[src/design/lsb_se_pkg.sv]
// Shared constants for the LSB stego extractor: register indexes, reset values, codes.
`default_nettype none
package lsb_se_pkg;

  // configuration register indexes
  localparam logic [1:0] REG_ROW_DATA_BYTES = 2'd0;
  localparam logic [1:0] REG_ROW_PADDING    = 2'd1;
  localparam logic [1:0] REG_XOR_KEY        = 2'd2;

  // reset values of the configuration registers
  localparam logic [15:0] ROW_DATA_BYTES_RST = 16'd4;
  localparam logic [1:0]  ROW_PADDING_RST    = 2'd0;
  localparam logic [7:0]  XOR_KEY_RST        = 8'h5A;  // 'Z'

  // framing phase codes; anything at or above PH_DONE acts as done
  localparam logic [2:0] PH_LEN  = 3'd0;
  localparam logic [2:0] PH_NAME = 3'd1;
  localparam logic [2:0] PH_SIZE = 3'd2;
  localparam logic [2:0] PH_PAY  = 3'd3;
  localparam logic [2:0] PH_DONE = 3'd4;

  // section tags on the result
  typedef logic [1:0] section_t;
  localparam section_t SEC_NAME_LEN  = 2'd0;
  localparam section_t SEC_NAME_CHAR = 2'd1;
  localparam section_t SEC_SIZE      = 2'd2;
  localparam section_t SEC_PAYLOAD   = 2'd3;

  localparam logic [1:0] SIZE_LAST_INDEX = 2'd3;

endpackage
`default_nettype wire

[src/design/lsb_stego_extractor_top.sv]
// LSB stego extractor top level: row/padding tracking, bit gathering and framing.
`default_nettype none
// Usage:
//   Input channel (in_valid/in_ready) carries one pixel byte per beat, starting
//   at the first pixel-data byte, plus a restart flag that clears row, gather
//   and framing state before that byte is used.
//   Output channel (out_valid/out_ready) carries one decoded byte per beat with
//   its section tag (name length, name char, size byte, payload) and a
//   last_payload flag on the final payload byte, or on the fourth size byte
//   when the size is zero. Only every eighth used data byte yields a beat;
//   padding bytes and bytes seen after the done phase yield none.
//   Config channel (cfg_valid/cfg_ready) writes row_data_bytes (index 0),
//   row_padding (index 1) and xor_key (index 2); other indexes are dropped.
//   cfg_ready is always high. Write only while the block is idle.
// Timing:
//   One pixel byte per cycle sustained. All state updates at the accepting
//   edge, which also loads the result into the output register.
//   The output register is the only buffer: while a result waits and the
//   receiver stalls, in_ready drops; it is high whenever the register is
//   empty or being drained in the same cycle.
// Reset: rst (synchronous) clears all framing state, drops out_valid and
//   loads the register defaults 4, 0 and 0x5A.
module lsb_stego_extractor_top
  import lsb_se_pkg::*;
(
  input  wire logic        clk,
  input  wire logic        rst,
  // input channel
  input  wire logic        in_valid,
  output logic             in_ready,
  input  wire logic [7:0]  pixel_byte,
  input  wire logic        restart,
  // output channel
  output logic             out_valid,
  input  wire logic        out_ready,
  output logic [7:0]       decoded_byte,
  output logic [1:0]       section,
  output logic             last_payload,
  // config channel
  input  wire logic        cfg_valid,
  output logic             cfg_ready,
  input  wire logic [1:0]  cfg_index,
  input  wire logic [15:0] cfg_data
);

  // configuration registers
  logic [15:0] row_data_bytes;
  logic [1:0]  row_padding;
  logic [7:0]  xor_key;

  // block state
  logic [2:0]  phase;
  logic [2:0]  bit_count;
  logic [7:0]  gather_reg;
  logic [15:0] row_count;
  logic [1:0]  pad_count;
  logic [7:0]  name_left;
  logic [31:0] size_accum;
  logic [31:0] payload_left;
  logic [1:0]  size_index;

  logic [2:0]  phase_next;
  logic [2:0]  bit_count_next;
  logic [7:0]  gather_reg_next;
  logic [15:0] row_count_next;
  logic [1:0]  pad_count_next;
  logic [7:0]  name_left_next;
  logic [31:0] size_accum_next;
  logic [31:0] payload_left_next;
  logic [1:0]  size_index_next;

  // state as seen by this beat, after an optional restart
  logic [2:0]  ph_cur;
  logic [2:0]  bc_cur;
  logic [7:0]  gr_cur;
  logic [15:0] rc_cur;
  logic [1:0]  pc_cur;
  logic [7:0]  nl_cur;
  logic [31:0] sa_cur;
  logic [31:0] pl_cur;
  logic [1:0]  si_cur;

  logic        row_full;
  logic [2:0]  pad_inc;
  logic [7:0]  gathered;
  logic [7:0]  dec_byte;
  logic [7:0]  nl_dec;
  logic [31:0] pl_dec;
  logic [31:0] sa_merged;

  logic        res_valid;
  logic [7:0]  res_byte;
  section_t    res_section;
  logic        res_last;

  logic        in_beat;

  assign in_ready  = !out_valid || out_ready;
  assign in_beat   = in_valid && in_ready;
  assign cfg_ready = 1'b1;

  always_comb begin
    ph_cur = restart ? PH_LEN : phase;
    bc_cur = restart ? 3'd0   : bit_count;
    gr_cur = restart ? 8'd0   : gather_reg;
    rc_cur = restart ? 16'd0  : row_count;
    pc_cur = restart ? 2'd0   : pad_count;
    nl_cur = restart ? 8'd0   : name_left;
    sa_cur = restart ? 32'd0  : size_accum;
    pl_cur = restart ? 32'd0  : payload_left;
    si_cur = restart ? 2'd0   : size_index;

    phase_next        = ph_cur;
    bit_count_next    = bc_cur;
    gather_reg_next   = gr_cur;
    row_count_next    = rc_cur;
    pad_count_next    = pc_cur;
    name_left_next    = nl_cur;
    size_accum_next   = sa_cur;
    payload_left_next = pl_cur;
    size_index_next   = si_cur;

    // zero row length never matches a full row
    row_full  = (row_data_bytes != 16'd0) && (rc_cur == row_data_bytes);
    pad_inc   = {1'b0, pc_cur} + 3'd1;
    gathered  = {gr_cur[6:0], pixel_byte[0]};
    dec_byte  = gathered ^ xor_key;
    nl_dec    = nl_cur - 8'd1;
    pl_dec    = pl_cur - 32'd1;

    sa_merged = sa_cur;
    case (si_cur)
      2'd0:    sa_merged = sa_cur | {24'd0, dec_byte};
      2'd1:    sa_merged = sa_cur | {16'd0, dec_byte, 8'd0};
      2'd2:    sa_merged = sa_cur | {8'd0, dec_byte, 16'd0};
      default: sa_merged = sa_cur | {dec_byte, 24'd0};
    endcase

    res_valid   = 1'b0;
    res_byte    = dec_byte;
    res_section = SEC_PAYLOAD;
    res_last    = 1'b0;

    if (ph_cur < PH_DONE) begin
      if (row_full && (row_padding != 2'd0)) begin
        // padding byte: skip
        if (pad_inc >= {1'b0, row_padding}) begin
          pad_count_next = 2'd0;
          row_count_next = 16'd0;
        end else begin
          pad_count_next = pad_inc[1:0];
        end
      end else begin
        row_count_next  = (row_full ? 16'd0 : rc_cur) + 16'd1;
        gather_reg_next = gathered;
        bit_count_next  = bc_cur + 3'd1;
        if (bc_cur == 3'd7) begin
          res_valid = 1'b1;
          unique case (ph_cur)
            PH_LEN: begin
              res_section    = SEC_NAME_LEN;
              name_left_next = dec_byte;
              phase_next     = (dec_byte == 8'd0) ? PH_SIZE : PH_NAME;
            end
            PH_NAME: begin
              res_section    = SEC_NAME_CHAR;
              name_left_next = nl_dec;
              if (nl_dec == 8'd0) phase_next = PH_SIZE;
            end
            PH_SIZE: begin
              res_section     = SEC_SIZE;
              size_accum_next = sa_merged;
              if (si_cur == SIZE_LAST_INDEX) begin
                size_index_next   = 2'd0;
                payload_left_next = sa_merged;
                if (sa_merged == 32'd0) begin
                  res_last   = 1'b1;
                  phase_next = PH_DONE;
                end else begin
                  phase_next = PH_PAY;
                end
              end else begin
                size_index_next = si_cur + 2'd1;
              end
            end
            default: begin
              res_section       = SEC_PAYLOAD;
              payload_left_next = pl_dec;
              if (pl_dec == 32'd0) begin
                res_last   = 1'b1;
                phase_next = PH_DONE;
              end
            end
          endcase
        end
      end
    end
  end

  // configuration registers
  always_ff @(posedge clk) begin
    if (rst) begin
      row_data_bytes <= ROW_DATA_BYTES_RST;
      row_padding    <= ROW_PADDING_RST;
      xor_key        <= XOR_KEY_RST;
    end else if (cfg_valid && cfg_ready) begin
      unique case (cfg_index)
        REG_ROW_DATA_BYTES: row_data_bytes <= cfg_data;
        REG_ROW_PADDING:    row_padding    <= cfg_data[1:0];
        REG_XOR_KEY:        xor_key        <= cfg_data[7:0];
        default: ;
      endcase
    end
  end

  // block state
  always_ff @(posedge clk) begin
    if (rst) begin
      phase        <= PH_LEN;
      bit_count    <= 3'd0;
      gather_reg   <= 8'd0;
      row_count    <= 16'd0;
      pad_count    <= 2'd0;
      name_left    <= 8'd0;
      size_accum   <= 32'd0;
      payload_left <= 32'd0;
      size_index   <= 2'd0;
    end else if (in_beat) begin
      phase        <= phase_next;
      bit_count    <= bit_count_next;
      gather_reg   <= gather_reg_next;
      row_count    <= row_count_next;
      pad_count    <= pad_count_next;
      name_left    <= name_left_next;
      size_accum   <= size_accum_next;
      payload_left <= payload_left_next;
      size_index   <= size_index_next;
    end
  end

  // output register
  always_ff @(posedge clk) begin
    if (rst) begin
      out_valid <= 1'b0;
    end else if (in_beat) begin
      out_valid <= res_valid;
    end else if (out_ready) begin
      out_valid <= 1'b0;
    end
  end

  always_ff @(posedge clk) begin
    if (in_beat && res_valid) begin
      decoded_byte <= res_byte;
      section      <= res_section;
      last_payload <= res_last;
    end
  end

endmodule
`default_nettype wire

[config.mk]
export PLATFORM = sky130hd
export DESIGN_NAME = lsb_stego_extractor_top
export DESIGN_NICKNAME = d
export VERILOG_FILES = /design/src/design/lsb_se_pkg.sv /design/src/design/lsb_stego_extractor_top.sv
export SDC_FILE = /design/constraint.sdc
export NUM_CORES = 1
export LEC_CHECK = 0
export BUFFER_PORTS_ARGS = -buffer_cell sky130_fd_sc_hd__buf_2
export CAP_MARGIN = 30
export CELL_PAD_IN_SITES_DETAIL_PLACEMENT = 0
export CELL_PAD_IN_SITES_GLOBAL_PLACEMENT = 2
export CORE_ASPECT_RATIO = 0.9
export CORE_UTILIZATION = 39
export CTS_BUF_LIST = sky130_fd_sc_hd__clkbuf_2
export DETAILED_ROUTE_END_ITERATION = 12
export GPL_ROUTABILITY_DRIVEN = 0
export GPL_TIMING_DRIVEN = 0
export HOLD_SLACK_MARGIN = 0.03
export PLACE_DENSITY_LB_ADDON = 0.1
export SLEW_MARGIN = 20
export SYNTH_ARGS = -nofsm -noshare
export SYNTH_HDL_FRONTEND = slang
export SYNTH_SLANG_ARGS = --single-unit
[constraint.sdc]
create_clock -name clk -period 6.2 [get_ports clk]
set_clock_uncertainty 0.15 [all_clocks]
set_input_delay 0.62 -clock clk [delete_from_list [all_inputs] [get_ports clk]]
set_output_delay 0.62 -clock clk [all_outputs]
set_load 0.05 [all_outputs]
==> flow_metrics.py <==
metrics = {
    "run_status": {
        "status": "completed",
    },
    "setup_path": {
        "worstSetupStartpointType": "input port",
        "cp-end-kind": "flop",
        "critical_path_class": "in -> reg",
        "rr_worst_depth": 16,
        "worstPathArrival_ns": 6.51,
        "path_max_fanout": 19,
        "required_ns": 6.68,
    },
    "placement": {
        "dp_slack_ns": -1.25,
        "post_dp_cell_area_um2": 9720,
        "dp_hpwl_um": 26300,
        "placed_cells_incl_taps": 1478,
        "portBuffers": 36,
    },
    "drt": {
        "top_layer": "met4",
        "vias": 9278,
        "initialDrtViolationCount": 994,
        "wl_um": 35200,
        "final_antenna_net_count": 0,
        "wl_met3_um": 3280,
        "avgViaCountPerCell": 6.06,
        "wire_per_inst_um": 23.0,
        "drt-met1-wl_um": 16800,
        "drc": 0,
        "firstDrtPassIters": 8,
        "wl_met2_um": 14400,
    },
    "yosys": {
        "synthDistinctLibCells": 91,
        "ys.flop_type": "dfxtp_1",
        "synthArstFlopShare_pct": 0,
        "yosysWarnings": 0,
        "avgSynthCellArea_um2": 8.00,
        "syn_inst": 1145,
        "synth_nets": 1191,
        "netlist_area_um2": 9160,
        "synth_edf_count": 11,
        "ys_ff_latch": 143,
        "ys_seq_area_share_pct": 32.5,
    },
    "global_routing": {
        "grt_use_total_pct": 29.9,
        "antenna_found_initial": 2,
        "grt-ovfl-total": 0,
        "grt_max_degree": 21,
        "grt_pass1_wl_um": 53700,
        "grt_pass1_vias": 8658,
    },
    "timing": {
        "period_minus_slack_ns": 6.03,
        "drv_slew": 0,
        "tns_ns": 0,
        "min_period_over_period_pct": 97.2,
        "worstMarginPinSlew_ns": 0.916,
        "finalHoldViolCount": 0,
        "relSlewSlack_pct": 38.7,
        "final.setup.worst_slack_ns": 0.172,
        "setup_viol": 0,
        "max_freq_mhz": 166,
        "rsz0062_at_grt": "false",
    },
    "min_path": {
        "worstHoldPathCells": 3,
        "hp-class": "in -> reg",
    },
    "layout": {
        "final_cell_area_um2": 10200,
        "final_cells": 1530,
        "fin_nets": 1264,
        "drive_above_1_share_pct": 12.7,
        "multi_input_area_um2": 5570,
        "syn_to_final_growth_pct": 11.2,
        "seq_area_um2": 2970,
        "top_regs": "payload_left: 32 flops, size_accum: 32 flops",
        "fillerInstances": 2392,
    },
    "flow_run": {
        "drv_cap": 0,
    },
    "power": {
        "p_leak_uw": 0.00387,
        "p_per_area_nw_per_um2": 172,
        "p_total_uw": 1750,
        "ir_worst_vdd_mv": 0.133,
    },
    "clock_network": {
        "clk_latency_ns": 0.80,
        "clkTransAtPathRegs_ns": 0.25,
        "cts_sinks": 143,
        "htreeDepth": 4,
        "cts_root_buffer": "clkbuf_2",
        "clockBufferDepth": 2,
        "cts_buffers": 17,
        "cts_tree": "done",
    },
    "die": {
        "fp.coreArea_um2": 22800,
        "pin_count": 46,
        "row_count": 52,
        "die_y_um": 147,
        "die-area_um2": 24100,
        "die_w_um": 164,
        "start_util_pct": 40.2,
    },
}
==> cells in the mapped netlist (5+ instances only) <==
master	n	area [µm²]
a21oi_1	67	335
a22o_1	13	114
a22oi_1	38	285
a2bb2oi_1	6	52.6
a31oi_1	16	100
a32o_1	5	50.1
and2_1	7	43.8
and3_1	15	93.8
buf_2	19	95.1
buf_4	6	45.0
buf_6	11	124
clkbuf_1	43	161
dfxtp_1	132	2640
edfxtp_1	11	330
ha_1	13	163
inv_1	25	93.8
mux2i_1	27	270
nand2_1	127	477
nand2b_1	22	138
nand3_1	31	155
nand3b_1	18	135
nand4_1	19	119
nand4b_1	5	43.8
nor2_1	114	428
nor2b_1	28	175
nor3_1	32	160
nor3b_1	5	37.5
nor4_1	25	156
o21a_1	12	90.1
o21ai_0	60	300
o21ai_1	10	50.1
o221ai_1	5	43.8
o22ai_1	12	75.1
o2bb2ai_1	9	78.8
o31a_1	5	43.8
o31ai_1	7	52.6
o32ai_1	8	70.1
or3_1	5	31.3
xnor2_1	17	149
xor2_1	17	149
==> through the flow <==
| step | hold slack, ns | util (%) |
|---|---|---|
| after global routing | 0.0736 | 44.7 |
| final | 0.100 | 44.7 |
| after floorplan | 0.289 | - |
| after global placement | 0.315 | 42.6 |
| after CTS | 0.0740 | 44.7 |
| after detailed placement | 0.324 | 42.7 |
==> critical path, stage by stage <==
cell,delay (ns)
buf_6,0.11
buf_6,0.16
buf_6,0.18
buf_12,0.16
buf_6,0.19
clkbuf_1,0.56
clkbuf_2,0.43
clkbuf_2,0.52
nand2b_1,0.29
inv_1,0.09
ha_1,0.19
clkbuf_1,0.23
nor4_1,0.37
nor2_1,0.29
a22oi_1,0.57
nand4_1,0.27
a2111oi_2,0.63
nand2_1,0.19
o41ai_1,0.13
and3_1,0.29
==> worst paths after layout <==
path	start	endpoint	slack, ns
setup / recovery	restart	last_payload$_SDFFCE_PP0P_	0.17
setup reg to reg	row_count[3]$_SDFFE_PP0P_	row_count[12]$_SDFFE_PP0P_	1.85
hold / removal	out_ready	out_valid$_SDFFE_PP0P_	0.10
hold reg to reg	pad_count[0]$_SDFFE_PP0P_	pad_count[0]$_SDFFE_PP0P_	0.36
==> layer usage <==
| layer | vias up | GRT usage, % |
|---|---|---|
| met5 | - | 0 |
| met4 | 0 | 8.56 |
| met3 | 55 | 6.79 |
| met2 | 416 | 42.4 |
| met1 | 4462 | 44.5 |
| li1 | 4345 | - |
==> cell type report <==
type / count / area share, %
multi-input cells: 888 / 54.7
flip-flops and latches: 143 / 29.2
plain buffers: 85 / 5.14
repair buffers: 56 / 3.74
well taps: 297 / 3.65
clock inverters: 14 / 1.62
inverters: 27 / 0.995
clock buffers: 18 / 0.885
diodes: 2 / 0.0492
==> logic make-up (layout without fill, tap and decap cells) <==
kind of cell    count (synthesis)  after routing  share of synthesized area, %
simple gates                  497            497                          29.0
compound gates                311            311                          22.8
flops                         143            143                          32.5
buf+inv                       114            200                          6.87
xor+xnor                       37             37                          3.78
mux                            28             28                          3.07
fa+ha+maj                      14             14                          1.99
other cells                     1              3                        0.0409
==> report_power, final <==
part,switching [µW],leakage [µW],internal [µW],total [µW]
clock network,436,0.000152,171,607
registers,9.77,0.00117,941,951
logic,128,0.00255,62.7,191
==> layout by cell type (no fill, tap or decap), types with 27 or more instances in the layout <==
cell        n
buf_2      55
dfxtp_1   132
nand3_1    31
a21oi_1    66
clkbuf_1   39
a22oi_1    37
nand2_1   127
o21ai_0    60
mux2i_1    27
nor2b_1    28
nor2_1    114
nor3_1     32
==> repair_timing <==
item | 4_1_cts | 5_1_grt
hold endpoints to repair | 27 | 0
hold buffers | 20 | 0
pin swaps | 0 | 0
endpoints found under the setup margin | 3 | 3
buffers inserted | 0 | 0
resized for setup | 2 | 1
No activity file was read; power rests on OpenSTA's default activity.
